==> src/design/tes_pkg.sv <==
// ----------------------------------------------------------------------------
// tes_pkg
// Types and constants shared by the track edge steering extractor.
// ----------------------------------------------------------------------------
package tes_pkg;

  localparam int ROW_PIXELS_DEF = 128;
  localparam int FRAME_ROWS_DEF = 64;
  localparam int MAX_RUNS_DEF   = 10;

  localparam logic [1:0] CFG_GRAY_THRESHOLD  = 2'd0;
  localparam logic [1:0] CFG_MIN_RUN_WIDTH   = 2'd1;
  localparam logic [1:0] CFG_STEER_REFERENCE = 2'd2;
  localparam logic [1:0] CFG_JUMP_LIMIT      = 2'd3;

  typedef enum logic [1:0] {
    MODE_SEARCH = 2'd0,
    MODE_TRACK  = 2'd1,
    MODE_STOP   = 2'd2
  } mode_t;

  typedef enum logic [2:0] {
    ST_PIXEL,
    ST_SCAN,
    ST_SUM,
    ST_DIV,
    ST_OUT
  } state_t;

  typedef struct packed {
    logic [7:0] pixel;
    logic       row_end;
    logic       frame_end;
  } in_item_t;

  typedef struct packed {
    logic [5:0] row_number;
    logic       edge_valid;
    logic [6:0] left_edge;
    logic [6:0] right_edge;
    logic       frame_done;
    logic [7:0] steering;
  } out_item_t;

  typedef struct packed {
    logic        start;
    logic [19:0] dividend;
    logic [10:0] divisor;
  } div_req_t;

  typedef struct packed {
    logic        done;
    logic [19:0] quotient;
  } div_rsp_t;

endpackage

==> src/design/tes_divider.sv <==
// ----------------------------------------------------------------------------
// tes_divider
// Restoring divider, one quotient bit per cycle.
// ----------------------------------------------------------------------------
module tes_divider (
  input  logic              clk,
  input  logic              rst_n,
  input  tes_pkg::div_req_t req,
  output tes_pkg::div_rsp_t rsp
);
  import tes_pkg::*;

  logic [19:0] quo_r, quo_nxt;
  logic [10:0] den_r, den_nxt;
  logic [11:0] rem_r, rem_nxt;
  logic [4:0]  cnt_r, cnt_nxt;
  logic        busy_r, busy_nxt;
  logic        done_r, done_nxt;
  logic [11:0] trial;

  always_comb begin
    quo_nxt  = quo_r;
    den_nxt  = den_r;
    rem_nxt  = rem_r;
    cnt_nxt  = cnt_r;
    busy_nxt = busy_r;
    done_nxt = 1'b0;
    trial    = {rem_r[10:0], quo_r[19]};
    if (req.start) begin
      quo_nxt  = req.dividend;
      den_nxt  = req.divisor;
      rem_nxt  = '0;
      cnt_nxt  = 5'd0;
      busy_nxt = 1'b1;
    end else if (busy_r) begin
      if (trial >= {1'b0, den_r}) begin
        rem_nxt = trial - {1'b0, den_r};
        quo_nxt = {quo_r[18:0], 1'b1};
      end else begin
        rem_nxt = trial;
        quo_nxt = {quo_r[18:0], 1'b0};
      end
      cnt_nxt = cnt_r + 5'd1;
      if (cnt_r == 5'd19) begin
        busy_nxt = 1'b0;
        done_nxt = 1'b1;
      end
    end
  end

  always_ff @(posedge clk) begin
    if (!rst_n) begin
      busy_r <= 1'b0;
      done_r <= 1'b0;
      cnt_r  <= '0;
    end else begin
      busy_r <= busy_nxt;
      done_r <= done_nxt;
      cnt_r  <= cnt_nxt;
    end
    quo_r <= quo_nxt;
    den_r <= den_nxt;
    rem_r <= rem_nxt;
  end

  assign rsp.done     = done_r;
  assign rsp.quotient = quo_r;

endmodule

==> src/design/track_edge_steering_extract.sv <==
// ----------------------------------------------------------------------------
// track_edge_steering_extract
// Run-length track follower with row-weighted centroid steering.
// ----------------------------------------------------------------------------
// Pixels enter on the in_ channel, one transaction per pixel, in scan order.
// Mid-row pixels are taken one per cycle: the run boundaries go into a small
// synchronous run memory. At the end of a row the block reads the run memory
// back, one run per cycle (none once tracking has stopped), updates the sums
// and registers one result on out_ as it leaves the output state. After the
// row-end transaction in_stall stays high through the scan and sum states,
// at a frame end the divide state, where a 20-step restoring divider produces
// the steering value, and the output state, which a new result holds while
// out_stall keeps the result register full. Reset restores the register
// defaults, search mode and a steering value of 64. The run memory is not
// cleared: only entries written in the current row are ever used.
// ----------------------------------------------------------------------------
module track_edge_steering_extract #(
  parameter int ROW_PIXELS = tes_pkg::ROW_PIXELS_DEF,
  parameter int FRAME_ROWS = tes_pkg::FRAME_ROWS_DEF,
  parameter int MAX_RUNS   = tes_pkg::MAX_RUNS_DEF
) (
  input  logic                clk,
  input  logic                rst_n,
  input  logic                in_valid,
  output logic                in_stall,
  input  tes_pkg::in_item_t   in_data,
  output logic                out_valid,
  input  logic                out_stall,
  output tes_pkg::out_item_t  out_data,
  input  logic                cfg_we,
  input  logic [1:0]          cfg_index,
  input  logic [7:0]          cfg_data
);
  import tes_pkg::*;

  localparam int PW = $clog2(ROW_PIXELS);
  localparam int RW = $clog2(FRAME_ROWS);
  localparam int CW = $clog2(MAX_RUNS + 1);
  localparam int AW = (MAX_RUNS > 1) ? $clog2(MAX_RUNS) : 1;

  // configuration
  logic [7:0] thr_r, minw_r, sref_r, jlim_r;
  always_ff @(posedge clk) begin
    if (!rst_n) begin
      thr_r  <= 8'd128;
      minw_r <= 8'd20;
      sref_r <= 8'd64;
      jlim_r <= 8'd90;
    end else if (cfg_we) begin
      case (cfg_index)
        CFG_GRAY_THRESHOLD:  thr_r  <= cfg_data;
        CFG_MIN_RUN_WIDTH:   minw_r <= cfg_data;
        CFG_STEER_REFERENCE: sref_r <= cfg_data;
        CFG_JUMP_LIMIT:      jlim_r <= cfg_data;
        default: ;
      endcase
    end
  end

  // run memory: {start, end}
  logic [2*PW-1:0] run_mem [MAX_RUNS];
  logic            mem_we;
  logic [AW-1:0]   mem_waddr, mem_raddr;
  logic [2*PW-1:0] mem_wdata, mem_rdata;
  always_ff @(posedge clk) begin
    if (mem_we) run_mem[mem_waddr] <= mem_wdata;
    mem_rdata <= run_mem[mem_raddr];
  end

  state_t st_r, st_nxt;
  logic          prev_white_r, prev_white_nxt;
  logic [CW-1:0] cnt_r, cnt_nxt;
  logic [PW-1:0] pos_r, pos_nxt;
  logic [PW-1:0] start_r, start_nxt;
  mode_t         mode_r, mode_nxt;
  logic [PW-1:0] ll_r, ll_nxt, lr_r, lr_nxt;
  logic [RW-1:0] row_r, row_nxt;
  logic [19:0]   wsum_r, wsum_nxt;
  logic [10:0]   wtot_r, wtot_nxt;
  logic [7:0]    steer_r, steer_nxt;
  logic [CW-1:0] scan_r, scan_nxt;
  logic          hit_r, hit_nxt;
  logic [PW:0]   best_r, best_nxt;
  logic [PW-1:0] ps_r, ps_nxt, pe_r, pe_nxt;
  logic          last_r, last_nxt;
  logic          vld_r, vld_nxt;
  out_item_t     od_r, od_nxt;
  logic          ov_r, ov_nxt;

  div_req_t dreq;
  div_rsp_t drsp;
  tes_divider u_div (.clk(clk), .rst_n(rst_n), .req(dreq), .rsp(drsp));

  logic          acc, white, row_done;
  logic [PW-1:0] rs, re;
  logic [PW:0]   w, ctr, lctr, cdist;
  logic          ovl;
  logic [7:0]    sv;
  logic [8:0]    sd;

  assign acc      = in_valid && !in_stall;
  assign white    = in_data.pixel > thr_r;
  assign row_done = in_data.row_end || in_data.frame_end ||
                    (pos_r == PW'(ROW_PIXELS - 1));
  assign rs = mem_rdata[2*PW-1:PW];
  assign re = mem_rdata[PW-1:0];
  assign w  = {1'b0, re} - {1'b0, rs};
  assign ctr  = ({1'b0, rs} + {1'b0, re}) >> 1;
  assign lctr = ({1'b0, ll_r} + {1'b0, lr_r}) >> 1;
  assign cdist = (ctr > lctr) ? ctr - lctr : lctr - ctr;
  assign ovl  = ((re < lr_r) ? re : lr_r) >= ((rs > ll_r) ? rs : ll_r);

  always_comb begin
    st_nxt = st_r;
    case (st_r)
      ST_PIXEL: if (acc && row_done) st_nxt = ST_SCAN;
      ST_SCAN:  if (scan_r == cnt_r || mode_r == MODE_STOP) st_nxt = ST_SUM;
      ST_SUM:   st_nxt = last_r ? ST_DIV : ST_OUT;
      ST_DIV:   if (drsp.done) st_nxt = ST_OUT;
      ST_OUT:   if (!ov_r || !out_stall) st_nxt = ST_PIXEL;
      default:  st_nxt = ST_PIXEL;
    endcase
  end

  always_comb begin
    prev_white_nxt = prev_white_r;
    cnt_nxt = cnt_r; pos_nxt = pos_r; start_nxt = start_r;
    mode_nxt = mode_r; ll_nxt = ll_r; lr_nxt = lr_r; row_nxt = row_r;
    wsum_nxt = wsum_r; wtot_nxt = wtot_r; steer_nxt = steer_r;
    scan_nxt = scan_r; hit_nxt = hit_r; best_nxt = best_r;
    ps_nxt = ps_r; pe_nxt = pe_r; last_nxt = last_r; vld_nxt = vld_r;
    od_nxt = od_r; ov_nxt = ov_r;
    mem_we = 1'b0; mem_waddr = cnt_r[AW-1:0];
    mem_wdata = {start_r, pos_r}; mem_raddr = scan_r[AW-1:0];
    dreq = '{start: 1'b0, dividend: wsum_r, divisor: wtot_r};
    sv = steer_r; sd = '0;
    in_stall = (st_r != ST_PIXEL);
    if (ov_r && !out_stall) ov_nxt = 1'b0;
    case (st_r)
      ST_PIXEL: if (acc) begin
        if (white && !prev_white_r) start_nxt = pos_r;
        if (cnt_r < CW'(MAX_RUNS) && ((!white && prev_white_r) || (white && row_done))) begin
          mem_we = 1'b1;
          mem_wdata = {(white && !prev_white_r) ? pos_r : start_r, pos_r};
          cnt_nxt = cnt_r + 1'b1;
        end
        prev_white_nxt = white;
        pos_nxt = pos_r + 1'b1;
        if (row_done) begin
          last_nxt = in_data.frame_end || (row_r == RW'(FRAME_ROWS - 1));
          scan_nxt = '0; hit_nxt = 1'b0; best_nxt = '0;
        end
      end
      ST_SCAN: begin
        // data read last cycle belongs to run scan_r-1
        if (scan_r != '0) begin
          if (mode_r == MODE_SEARCH) begin
            if (!hit_r || w >= best_r) begin
              best_nxt = w; ps_nxt = rs; pe_nxt = re; hit_nxt = 1'b1;
            end
          end else if (ovl && (!hit_r || cdist < best_r)) begin
            best_nxt = cdist; ps_nxt = rs; pe_nxt = re; hit_nxt = 1'b1;
          end
        end
        if (scan_r != cnt_r && mode_r != MODE_STOP) scan_nxt = scan_r + 1'b1;
      end
      ST_SUM: begin
        vld_nxt = 1'b0;
        if (mode_r == MODE_SEARCH) begin
          if (hit_r && best_r > {1'b0, minw_r[PW-1:0]} && (minw_r >> PW) == 8'd0) begin
            vld_nxt = 1'b1; mode_nxt = MODE_TRACK;
          end
        end else if (mode_r == MODE_TRACK) begin
          if (hit_r) vld_nxt = 1'b1;
          else mode_nxt = MODE_STOP;
        end
        if (vld_nxt) begin
          ll_nxt = ps_r; lr_nxt = pe_r;
          wtot_nxt = wtot_r + 11'(row_r);
          wsum_nxt = wsum_r + 20'(row_r) *
                     20'(({1'b0, ps_r} + {1'b0, pe_r}) >> 1);
        end
        dreq.start = last_r;
        dreq.dividend = wsum_nxt;
        dreq.divisor = wtot_nxt;
      end
      ST_DIV: if (drsp.done) begin
        if (wtot_r != '0)
          sv = (drsp.quotient > 20'(ROW_PIXELS)) ? 8'(ROW_PIXELS) : drsp.quotient[7:0];
        sd = (sv > sref_r) ? 9'(sv) - 9'(sref_r) : 9'(sref_r) - 9'(sv);
        if (sd > 9'(jlim_r)) sv = sref_r;
        steer_nxt = sv;
      end
      ST_OUT: if (!ov_r || !out_stall) begin
        od_nxt.row_number = 6'(row_r);
        od_nxt.edge_valid = vld_r;
        od_nxt.left_edge  = vld_r ? 7'(ll_r) : 7'd0;
        od_nxt.right_edge = vld_r ? 7'(lr_r) : 7'd0;
        od_nxt.frame_done = last_r;
        od_nxt.steering   = steer_r;
        ov_nxt = 1'b1;
        if (last_r) begin
          row_nxt = '0; mode_nxt = MODE_SEARCH; wsum_nxt = '0; wtot_nxt = '0;
        end else row_nxt = row_r + 1'b1;
        cnt_nxt = '0; pos_nxt = '0; prev_white_nxt = 1'b0;
      end
      default: ;
    endcase
  end

  always_ff @(posedge clk) begin
    if (!rst_n) begin
      st_r <= ST_PIXEL; prev_white_r <= 1'b0; cnt_r <= '0; pos_r <= '0;
      mode_r <= MODE_SEARCH; ll_r <= '0; lr_r <= '0; row_r <= '0;
      wsum_r <= '0; wtot_r <= '0; steer_r <= 8'd64; ov_r <= 1'b0;
      scan_r <= '0; hit_r <= 1'b0; last_r <= 1'b0; vld_r <= 1'b0;
    end else begin
      st_r <= st_nxt; prev_white_r <= prev_white_nxt; cnt_r <= cnt_nxt;
      pos_r <= pos_nxt; mode_r <= mode_nxt; ll_r <= ll_nxt; lr_r <= lr_nxt;
      row_r <= row_nxt; wsum_r <= wsum_nxt; wtot_r <= wtot_nxt;
      steer_r <= steer_nxt; ov_r <= ov_nxt; scan_r <= scan_nxt;
      hit_r <= hit_nxt; last_r <= last_nxt; vld_r <= vld_nxt;
    end
    start_r <= start_nxt; best_r <= best_nxt;
    ps_r <= ps_nxt; pe_r <= pe_nxt; od_r <= od_nxt;
  end

  assign out_valid = ov_r;
  assign out_data  = od_r;

endmodule
==> config.mk <==
export PLATFORM = sky130hd
export DESIGN_NAME = track_edge_steering_extract
export DESIGN_NICKNAME = d
export VERILOG_FILES = /design/src/design/tes_pkg.sv /design/src/design/tes_divider.sv /design/src/design/track_edge_steering_extract.sv
export SDC_FILE = /design/constraint.sdc
export NUM_CORES = 1
export LEC_CHECK = 0
export BUFFER_PORTS_ARGS = -buffer_cell sky130_fd_sc_hd__clkbuf_2
export CAP_MARGIN = 25
export CORE_MARGIN = 4
export CORE_UTILIZATION = 55
export CTS_CLUSTER_SIZE = 24
export DETAILED_ROUTE_END_ITERATION = 8
export PLACE_DENSITY = 0.83
export SLEW_MARGIN = 25
export SYNTH_ARGS = -nofsm -noshare
export SYNTH_HDL_FRONTEND = slang
export SYNTH_SLANG_ARGS = --single-unit
==> constraint.sdc <==
create_clock -name clk -period 11.18 [get_ports clk]
set_clock_uncertainty 0.1 [all_clocks]
set_input_delay 1.677 -clock clk [delete_from_list [all_inputs] [get_ports clk]]
set_output_delay 1.677 -clock clk [all_outputs]
set_load 0.05 [all_outputs]
==> results of run 1 <==
## cells by family after synthesis
family	share of synthesized area, %
AOI/OAI and AO/OA	14.8
xor gates and xnor gates	2.93
adders and majority gates	13.3
buffers and inverters	5.02
DFF	44.6
muxes	6.11
and+or+nand+nor	13.3
## final cells by class
| cell class | count | area share (%) |
|---|---|---|
| antenna | 1 | 0.0102 |
| clock buffer | 49 | 4.62 |
| clock inverter | 29 | 1.54 |
| inverter | 202 | 3.10 |
| multi-input combinational | 1451 | 46.0 |
| sequential | 378 | 40.4 |
| tap | 525 | 2.69 |
| timing repair buffer | 75 | 1.73 |
## power by group
group / switching [mW] / internal (mW) / leakage, nW / total [mW]
registers: 0.0950 / 1.61 / 3.38 / 1.70
logic: 0.799 / 0.543 / 5.64 / 1.34
clock network: 0.592 / 0.896 / 0.713 / 1.49
## cell usage in the layout, fill, tap and decap left out, types with 11 or more instances in the layout
| cell | instances |
|---|---|
| clkbuf_2 | 55 |
| xnor2_1 | 43 |
| nand4_1 | 26 |
| xor2_1 | 31 |
| ha_1 | 170 |
| o21bai_1 | 23 |
| a21boi_0 | 18 |
| a21oi_1 | 128 |
| nand3_1 | 33 |
| and3_1 | 11 |
| a22oi_1 | 19 |
| nor2b_1 | 70 |
| o21ai_0 | 42 |
| nand2_1 | 174 |
| o31ai_1 | 11 |
| edfxtp_1 | 230 |
| clkbuf_16 | 44 |
| mux4_2 | 28 |
| fa_1 | 41 |
| and2_1 | 58 |
| mux2_2 | 20 |
| dfxtp_1 | 147 |
| mux2i_1 | 47 |
| o21ai_1 | 38 |
| nor2_1 | 110 |
| inv_1 | 196 |
| o21a_1 | 22 |
| o211ai_1 | 22 |
| nand2b_1 | 14 |
| nor3_1 | 22 |
| or3_1 | 11 |
| a21o_1 | 33 |
| buf_4 | 19 |
| a211oi_1 | 33 |
## critical path, delay by kind of cell, from the launching register on
kind                       cells  cell delay, ps
and+or+nand+nor                5             970
DFF                            1             500
AOI/OAI and AO/OA             11            2890
buffers and inverters          2             180
xor gates and xnor gates       1             100
muxes                          1             450
adders and majority gates      3            1130
## sequential cells by signal, indices dropped and copies added, names as in the netlist, 7 cells and up
register,cells
thr_r,8
mem_rdata,14
minw_r,8
wsum_r,20
pos_r,7
out_data,30
lr_r,7
jlim_r,8
pe_r,7
u_div.den_r,11
wtot_r,11
run_mem,140
u_div.rem_r,11
sref_r,8
best_r,8
u_div.quo_r,20
start_r,7
steer_r,8
ps_r,7
ll_r,7
## stage by stage
stage | hold WS (ps) | instances | worst slack (ps) | instance area (µm²)
global placement | 343 | 2631 | 4700 | 22900
detailed placement | 354 | 2631 | 4520 | 23000
global route | 393 | 2710 | 4060 | 24500
floorplan | 316 | 2115 | 5170 | 22100
CTS | 364 | 2709 | 4530 | 24500
finish | 359 | 2710 | 4480 | 24500
## routing by layer
metal / vias to the layer above / routed length (µm) / share of wire [%]
li1: 7676 / - / -
met1: 7978 / 21600 / 41
met2: 471 / 27000 / 51
met3: 113 / 2800 / 5.3
met4: 0 / 1800 / 3.4
met5: - / 0 / 0
## worst min path at each step
stage | start | end | slack [ps]
4_1_cts | u_div.rem_r[10] | u_div.rem_r[10] | 360
2_1_floorplan | steer_r[7] | out_data[7] | 320
3_3_place_gp | u_div.rem_r[10] | u_div.rem_r[10] | 340
5_1_grt | u_div.rem_r[10] | u_div.rem_r[10] | 390
6_report | u_div.rem_r[10] | u_div.rem_r[10] | 360
3_5_place_dp | u_div.rem_r[10] | u_div.rem_r[10] | 350
==> qor.yml, run 1 <==
min_path:
  min_path_type: "register to register"
  holdPathStages: 2
clock_network:
  cts_buffer_depth: 3
  postCtsSetupBuffers: 0
  clock_sinks: 378
  tritoncts.num_buffers: 42
  cts_root_buffer: "clkbuf_16"
  cts_tree: "yes"
  clk-insertion-delay-late_ps: 580
  htreeDepth: 2
  clk_pin_slew_ps: 60
  cts_resized: 0
  hold_buffers: 0
critical_path:
  r2r-end: "best_r[0]"
  crit_required_ps: 11290
  r2r_slack_ps: 4480
  cp_slowest_stage_delay_ps: 720
  worst_ep_arrival_time_ps: 6800
  r2r_cells: 23
  critPathKind: "register to register"
  crit_end: "best_r[0]"
  path_cells: "inv_1, ha_1, inv_1, a21oi_1, nor2_1, nor2_1, o21bai_1, a21oi_1, xnor2_1, ha_1, nand2_1, or4_1, o21a_1, o31ai_4, mux2_2, a211oi_1, nor2_1, ha_1, a21oi_1, o21ai_0, a2111oi_0, o21ai_0, o21bai_1"
  slowest_stage: "o21bai_1"
  r2r_start: "mem_rdata[9]"
  cp-start-kind: "register"
  crit_start: "mem_rdata[9]"
  cp_max_fo: 9
  cp-end-kind: "register"
timing:
  rsz0062_at_grt: "false"
  period_share_pct: 59.9
  setup_tns_ps: 0
  tightest_slew_ps: 1090
  maxSlewHeadroom_pct: 26.9
  min_period_ps: 6700
  setup-violations-final: 0
  maxSlewViolCount: 0
  finalHoldViolations: 0
  fmax_ghz: 0.149
final_layout:
  multi_input_area_um2: 11200
  layout-drive-gt1-share_pct: 10.5
  area_delta_synth_final_pct: 10.5
  fillers: 3105
  fin_nets: 2386
  ff_latch_area_um2: 9870
  post-route-util_pct: 61.6
placement:
  dp_hpwl_mm: 37.6
  routabilityCongestion: 0.898
  port_buffers: 56
synthesis:
  synth-edff-count: 230
  synth.area.top_cells: "edfxtp_1 31%, dfxtp_1 13%, ha_1 9.6%"
  synth_area_per_cell_um2: 10.5
  async_reset_ff_share_pct: 0
  yosys.area.top_type_share_pct: 31.2
  yosys.cell_count.top_type: "edfxtp_1"
  yosys-top-cells-count: "230 x edfxtp_1, 196 x inv_1, 174 x nand2_1"
  postSynthCellCount: 2115
  synth_warnings: 0
  syn_nets: 2351
  ys_seq_area_share_pct: 44.6
  ys_seq_elements: 378
  synth_ff_type: "edfxtp_1"
  yosysUniqueCellTypes: 91
  synth_top_area_cell: "edfxtp_1"
  synth_area_um2: 22100
route:
  drt_first_pass_iters: 5
  viasPerCell: 5.99
  drc: 0
  wl_per_cell_um: 19.6
  drt-total-wl_mm: 53.2
  drt_iter0_markers: 1407
  ant_nets: 0
  vias: 16238
flow_run:
  cap_viol_max_count: 0
floorplanning:
  die-area_um2: 43500
  die_h_um: 209
  rows: 73
  start_util_pct: 55.7
  die_w_um: 209
  ios: 57
  core_area_um2: 39700
power:
  ir_drop_mv: 0.184
  p_per_area_nw_per_um2: 185
  leakagePower_nw: 9.73
  fin_total_pwr_mw: 4.53
global_routing:
  antenna_found_initial: 1
  use_met2_pct: 42.6
  busiest_layer: "met2"
  grt_remaining_overflow: 0
  grt_usage_pct: 24.0
  grt_max_degree: 87
  gr-usage-met1_pct: 30.2
  grt_pass1_wl_mm: 85.1
  grt.met3_usage_pct: 3.15
  first_global_vias: 16240
run_status:
  status: "complete, no violations"
Note: power is estimated with default switching activity, not from simulation.
==> run 2: changes to the inputs <==
==> constraint.sdc (replaced) <==
create_clock -name clk -period 7 [get_ports clk]
set_clock_uncertainty 0.1 [all_clocks]
set_input_delay 1.05 -clock clk [delete_from_list [all_inputs] [get_ports clk]]
set_output_delay 1.05 -clock clk [all_outputs]
set_load 0.05 [all_outputs]
==> run 2 against run 1 <==
  * Die area did not move
  * First-iteration DRC count decreased by 2.8%
  * Fmax increased by 1.2%
  * Clock power is 37% higher
  * Sequential power increased by 59%
  * Register-to-register slack lost 4100 ps
  * Global-route usage decreased by 0.055 points
  * Via count up 0.12%
  * Highest routed layer unchanged
==> qor.yml, run 2 (synthesis gave the netlist of run 1 again) <==
final_layout:
  mostFrequentLayoutCells: "230 x edfxtp_1, 196 x inv_1, 174 x nand2_1"
  fillers: 3171  # +2.1%
  fin_nets: 2386  # unchanged
  post-route-util_pct: 60.9  # -0.63 points
  final-instance-count-excl-fill: 2707  # -0.11%
  area_delta_synth_final_pct: 9.35
  final_common_cell: "edfxtp_1"
  regMostFlops: "run_mem"
  final_area_um2: 24200  # -1.0%
  largest_register_ffs: 140  # unchanged
  layout-drive-gt1-share_pct: 10.4  # -0.17 points
critical_path:
  path_cells: "and2_1, fa_1, a21oi_1, nor2_1, nor2_1, o21bai_1, a21oi_1, xnor2_1, and2_1, fa_1, fa_1, fa_1, inv_1, fa_1, inv_1, ha_1, a21o_1, a21oi_1, o211ai_1, a2111oi_2, nor3_1, xnor2_1, o21ai_1"
  worst_ep_arrival_time_ps: 6810  # about the same
  r2r_start: "ps_r[0]"
  crit_end: "u_div.quo_r[15]"
  r2r-end: "u_div.quo_r[15]"
  cp-start-kind: "register"
  slowest_stage: "a2111oi_2"
  cp_slowest_stage_delay_ps: 640  # -80 ps
  cp-end-kind: "register"
  critPathKind: "register to register"
  cp_max_fo: 6  # -3
  r2r_slack_ps: 380  # -4100 ps
  crit_top_cell: "fa_1"
  r2r_cells: 23  # unchanged
  crit_start: "ps_r[0]"
  crit_required_ps: 7200  # -4090 ps
power:
  swShare_pct: 33.8  # +1.0 points
  p_clk_share_pct: 29.6  # -3.2 points
  pwr-share-comb_pct: 31.0  # +1.4 points
  internal-power_mw: 4.57  # +50%
  seqPwrFrac_pct: 39.3  # +1.7 points
  p_switching_mw: 2.33  # +57%
  p_per_area_nw_per_um2: 285  # +54%
  ir_drop_mv: 0.238  # +29%
  fin_total_pwr_mw: 6.90  # +52%
  leakagePower_nw: 9.62  # -1.1%
floorplanning:
  rows: 73  # unchanged
  die-area_um2: 43500  # unchanged
  die_w_um: 209  # unchanged
  ios: 57  # unchanged
  die_h_um: 209  # unchanged
  start_util_pct: 55.7  # unchanged
  core_area_um2: 39700  # unchanged
route:
  drt_iter0_markers: 1368  # -2.8%
  wl_per_cell_um: 19.5  # -0.70%
  drc: 0  # unchanged
  viasPerCell: 6.01  # +0.23%
  drt_first_pass_iters: 6  # +1
  drt-total-wl_mm: 52.8  # -0.81%
  ant_nets: 0  # unchanged
  vias: 16258  # +0.12%
run_status:
  status: "complete, no violations"
global_routing:
  grt_max_degree: 85  # -2.3%
  grt_pass1_wl_mm: 85.2  # +0.11%
  first_global_vias: 16177  # -0.39%
  grt_remaining_overflow: 0  # unchanged
  antenna_found_initial: 1  # unchanged
  grt_usage_pct: 24.0  # -0.055 points
timing:
  finalHoldViolations: 0  # unchanged
  fmax_ghz: 0.151  # +1.2%
  rsz0062_at_grt: "false"
  layout_setup_ws_ps: 384  # -4100 ps
  tightest_slew_ps: 1090  # -1.10 ps
  maxSlewHeadroom_pct: 27.4  # +0.56 points
  setup_tns_ps: 0  # unchanged
  maxSlewViolCount: 0  # unchanged
  whs_ps: 368  # +8.43 ps
  period_share_pct: 94.5  # +35 points
  setup-violations-final: 0  # unchanged
  min_period_ps: 6620  # -79.9 ps
placement:
  routabilityCongestion: 0.937  # +4.3%
  pre_cts_ws_ps: 392  # -4130 ps
  dp_cells: 2633  # +0.076%
  placed_area_um2: 22900  # about the same
  port_buffers: 56  # unchanged
  dp_hpwl_mm: 37.4  # -0.65%
clock_network:
  clock_sinks: 378  # unchanged
  cts_tree: "yes"
  clk-insertion-delay-late_ps: 570  # about the same
  cts_buffer_depth: 3  # unchanged
  cts_root_buffer: "clkbuf_16"
  tritoncts.num_buffers: 40  # -4.8%
  postCtsSetupBuffers: 0  # unchanged
  cts_resized: 0  # unchanged
  hold_buffers: 0  # unchanged
  clk_pin_slew_ps: 60  # about the same
  htreeDepth: 2  # unchanged
flow_run:
  cap_viol_max_count: 0  # unchanged
min_path:
  min_path_type: "register to register"
  holdPathStages: 2  # unchanged
[run 2: power by group through the flow]
stage | Sequential (mW) | Clock, mW | Combinational [mW]
after detailed placement | 2.76 | 0 | 2.11
final | 2.71 | 2.04 | 2.14
after CTS | 2.71 | 2.08 | 2.12
after global placement | 2.75 | 0 | 2.02
after floorplan | 2.71 | 0 | 1.64
after global routing | 2.73 | 2.18 | 2.40
[run 2: layout make-up]
class	instances	area (µm²)	share of cell area [%]
clock buffer	46	1040	4.31
tap	525	657	2.71
sequential	378	9870	40.8
timing repair buffer	77	438	1.81
antenna	1	2.50	0.0103
inverter	202	758	3.13
multi-input combinational	1451	11200	46.3
clock inverter	27	221	0.915
[run 2: worst max-delay path: cells and delay by family, from the launching register on]
family,cells,cell delay [ps]
buf+inv,2,110
simple gates,5,800
fa+ha+maj,6,2790
flops,1,410
compound gates,8,1690
xor+xnor,2,440
[run 2: how the worst min path moves through the flow]
| stage | to | start |
|---|---|---|
| 4_1_cts | u_div.rem_r[10] | u_div.rem_r[10] |
| 2_1_floorplan | out_data[7] | steer_r[7] |
| 3_3_place_gp | u_div.rem_r[10] | u_div.rem_r[10] |
| 5_1_grt | u_div.rem_r[10] | u_div.rem_r[10] |
| 3_5_place_dp | u_div.rem_r[10] | u_div.rem_r[10] |
| 6_report | u_div.rem_r[10] | u_div.rem_r[10] |
[run 2: layer usage]
| metal | GRT usage (%) | vias to the layer above | part of all wire [%] |
|---|---|---|---|
| li1 | - | 7671 | - |
| met1 | 30.4 | 7905 | 41 |
| met2 | 41.2 | 535 | 50 |
| met3 | 4.62 | 147 | 5.8 |
| met4 | 8.55 | 0 | 3.4 |
| met5 | 0 | - | 0 |
==> run 3: changes to the inputs <==
--- a/config.mk
+++ b/config.mk
@@ -5,10 +5,11 @@
 export SDC_FILE = /design/constraint.sdc
 export NUM_CORES = 1
 export LEC_CHECK = 0
-export BUFFER_PORTS_ARGS = -buffer_cell sky130_fd_sc_hd__clkbuf_2
+export BUFFER_PORTS_ARGS = -buffer_cell sky130_fd_sc_hd__buf_2
 export CAP_MARGIN = 25
 export CORE_MARGIN = 4
 export CORE_UTILIZATION = 55
+export CTS_BUF_LIST = sky130_fd_sc_hd__clkbuf_8
 export CTS_CLUSTER_SIZE = 24
 export DETAILED_ROUTE_END_ITERATION = 8
 export PLACE_DENSITY = 0.83
==> run 3 against run 2 <==
  * Combinational power barely moved
  * Critical endpoint is now u_div.quo_r[19]
  * Design area decreased by 0.44%
  * Hold slack better by 7.4 ps
  * Register-to-register slack barely moved
  * Setup slack better by 10 ps
  * Die area did not move
  * Largest cell class unchanged
  * First-iteration DRC count shrank 3.1%
  * Sequential cell count unchanged
  * Critical path type unchanged
  * Sequential power about the same
  * Count of clock-buffer cells in the layout up 18
==> qor.yml, run 3 (synthesis gave the netlist of run 1 again) <==
critical_path:
  crit_top_cell: "fa_1"
  critPathKind: "register to register"
  path_delay_family: "adder cells"
  crit_required_ps: 7300  # +100 ps
  cp-start-kind: "register"
  cp-end-kind: "register"
  path_cells: "ha_1, a31o_2, a21oi_1, o21bai_1, a21oi_1, o21bai_1, a21oi_1, nor2b_1, fa_1, fa_1, fa_1, inv_1, fa_1, inv_1, ha_1, o21ai_0, o211ai_1, a2111oi_2, nor4_2, xnor2_1, o21ai_1"
  crit_buf_inv: 2  # unchanged
  cp_slowest_stage_delay_ps: 590  # -50 ps
  slowest_stage: "a2111oi_2"
  cp_max_fo: 7  # +1
  worst_ep_arrival_time_ps: 6910  # +100 ps
clock_network:
  clk-insertion-delay-late_ps: 680  # +110 ps
  clk_pin_slew_ps: 60  # about the same
  cts_root_buffer: "clkbuf_8"
  postCtsSetupBuffers: 0  # unchanged
  htreeDepth: 2  # unchanged
  cts_tree: "yes"
  cts_buffer_depth: 3  # unchanged
  clock_sinks: 378  # unchanged
  tritoncts.num_buffers: 59  # +48%
final_layout:
  final_common_cell: "edfxtp_1"
  final-instance-count-excl-fill: 2744  # +1.4%
  layout-drive-gt1-share_pct: 11.0  # +0.64 points
  regMostFlops: "run_mem"
  ff_latch_area_um2: 9870  # unchanged
  fillers: 3146  # -0.79%
  fin_nets: 2405  # +0.80%
  multi_input_area_um2: 11200  # about the same
  largest_register_ffs: 140  # unchanged
  area_delta_synth_final_pct: 8.87
  mostFrequentLayoutCells: "230 x edfxtp_1, 209 x inv_1, 174 x nand2_1"
  post-route-util_pct: 60.7  # -0.27 points
route:
  viasPerCell: 5.96  # -0.75%
  vias: 16356  # +0.60%
  drc: 0  # unchanged
  drt_first_pass_iters: 5  # -1
  drt_iter0_markers: 1325  # -3.1%
  drt-total-wl_mm: 52.1  # -1.3%
  wl_per_cell_um: 19.0  # -2.6%
  ant_nets: 0  # unchanged
timing:
  tightest_slew_ps: 1030  # -63.7 ps
  setup_tns_ps: 0  # unchanged
  maxSlewHeadroom_pct: 31.7  # +4.2 points
  setup-violations-final: 0  # unchanged
  maxSlewViolCount: 0  # unchanged
  rsz0062_at_grt: "false"
  period_share_pct: 94.4  # -0.15 points
  fmax_ghz: 0.151  # +0.16%
  min_period_ps: 6610  # -10.4 ps
  finalHoldViolations: 0  # unchanged
placement:
  port_buffers: 56  # unchanged
  dp_cells: 2633  # unchanged
  dp_hpwl_mm: 37.1  # -0.59%
  routabilityCongestion: 0.939  # +0.30%
run_status:
  status: "complete, no violations"
global_routing:
  first_global_vias: 16221  # +0.27%
  antenna_found_initial: 1  # unchanged
  grt_pass1_wl_mm: 84.3  # -1.1%
  grt_usage_pct: 23.5  # -0.42 points
  grt_remaining_overflow: 0  # unchanged
  grt_max_degree: 55  # -35%
min_path:
  min_path_type: "register to register"
power:
  swShare_pct: 34.9  # +1.1 points
  internal-power_mw: 4.37  # -4.4%
  ir_drop_mv: 0.217  # -9.1%
  p_per_area_nw_per_um2: 278  # -2.3%
  leakagePower_nw: 9.67  # +0.53%
  p_clk_share_pct: 27.5  # -2.1 points
  seqPwrFrac_pct: 40.5  # +1.2 points
  pwr-share-comb_pct: 32.0  # +1.0 points
  fin_total_pwr_mw: 6.71  # -2.7%
  p_switching_mw: 2.34  # +0.49%
floorplanning:
  die-area_um2: 43500  # unchanged
  rows: 73  # unchanged
  ios: 57  # unchanged
  die_h_um: 209  # unchanged
  start_util_pct: 55.7  # unchanged
  die_w_um: 209  # unchanged
  core_area_um2: 39700  # unchanged
flow_run:
  cap_viol_max_count: 0  # unchanged
==> run 3: cell types whose count changed in the layout (fill, tap and decap cells not counted), sizes merged <==
cell	change
clkinv	+10
clkinvlp	-7
clkbuf	-37
buf	+55
inv	+15
bufinv	+1
==> run 3: routing by layer <==
layer | GRT usage [%] | wire, µm | vias up
met1 | 30.5 | 21100 | 7939
met3 | 4.17 | 3420 | 113
li1 | - | - | 7728
met2 | 40.0 | 26000 | 576
met5 | 0 | 0 | -
met4 | 8.35 | 1560 | 0
==> run 3: metrics by stage <==
step | instance area (µm²) | hold slack [ps] | worst slack [ps]
finish | 24100 | 375 | 395
global placement | 22900 | 344 | 611
CTS | 24100 | 376 | 417
floorplan | 22100 | 316 | 987
global route | 24100 | 397 | 25.2
detailed placement | 22900 | 368 | 421
==> run 3: worst paths after layout <==
path	startpoint	endpoint	slack, ps	depth (start not counted)
max	ps_r[1]	u_div.quo_r[19]	390	21
min	minw_r[1]	minw_r[1]	380	2
min reg2reg	minw_r[1]	minw_r[1]	380	2
max reg2reg	ps_r[1]	u_div.quo_r[19]	390	21
==> run 3: power by group through the flow <==
stage               clock network [mW]  registers (mW)  logic (mW)
global placement                     0            2.75        2.01
finish                            1.84            2.72        2.15
CTS                               1.88            2.71        2.13
floorplan                            0            2.71        1.64
detailed placement                   0            2.76        2.12
global route                      1.99            2.73        2.40
==> run 3: cell type report <==
class,count,area share (%)
multi-input combinational,1451,46.6
clock buffer,64,3.65
inverter,202,3.15
timing repair buffer,77,1.82
antenna,1,0.0104
sequential,378,40.9
clock inverter,46,1.15
tap,525,2.72
==> run 3: timing repair <==
| item | 4_1_cts | 5_1_grt |
|---|---|---|
| gates resized for setup | 0 | 1 |
| hold buffers | 0 | 0 |
| endpoints found under the setup margin | 0 | 4 |
==> run 3: tightest hold or removal path, stage by stage (launching register included) <==
cell and delay [ps]:
dfxtp_1 310, nand2_1 50, a21boi_0 70
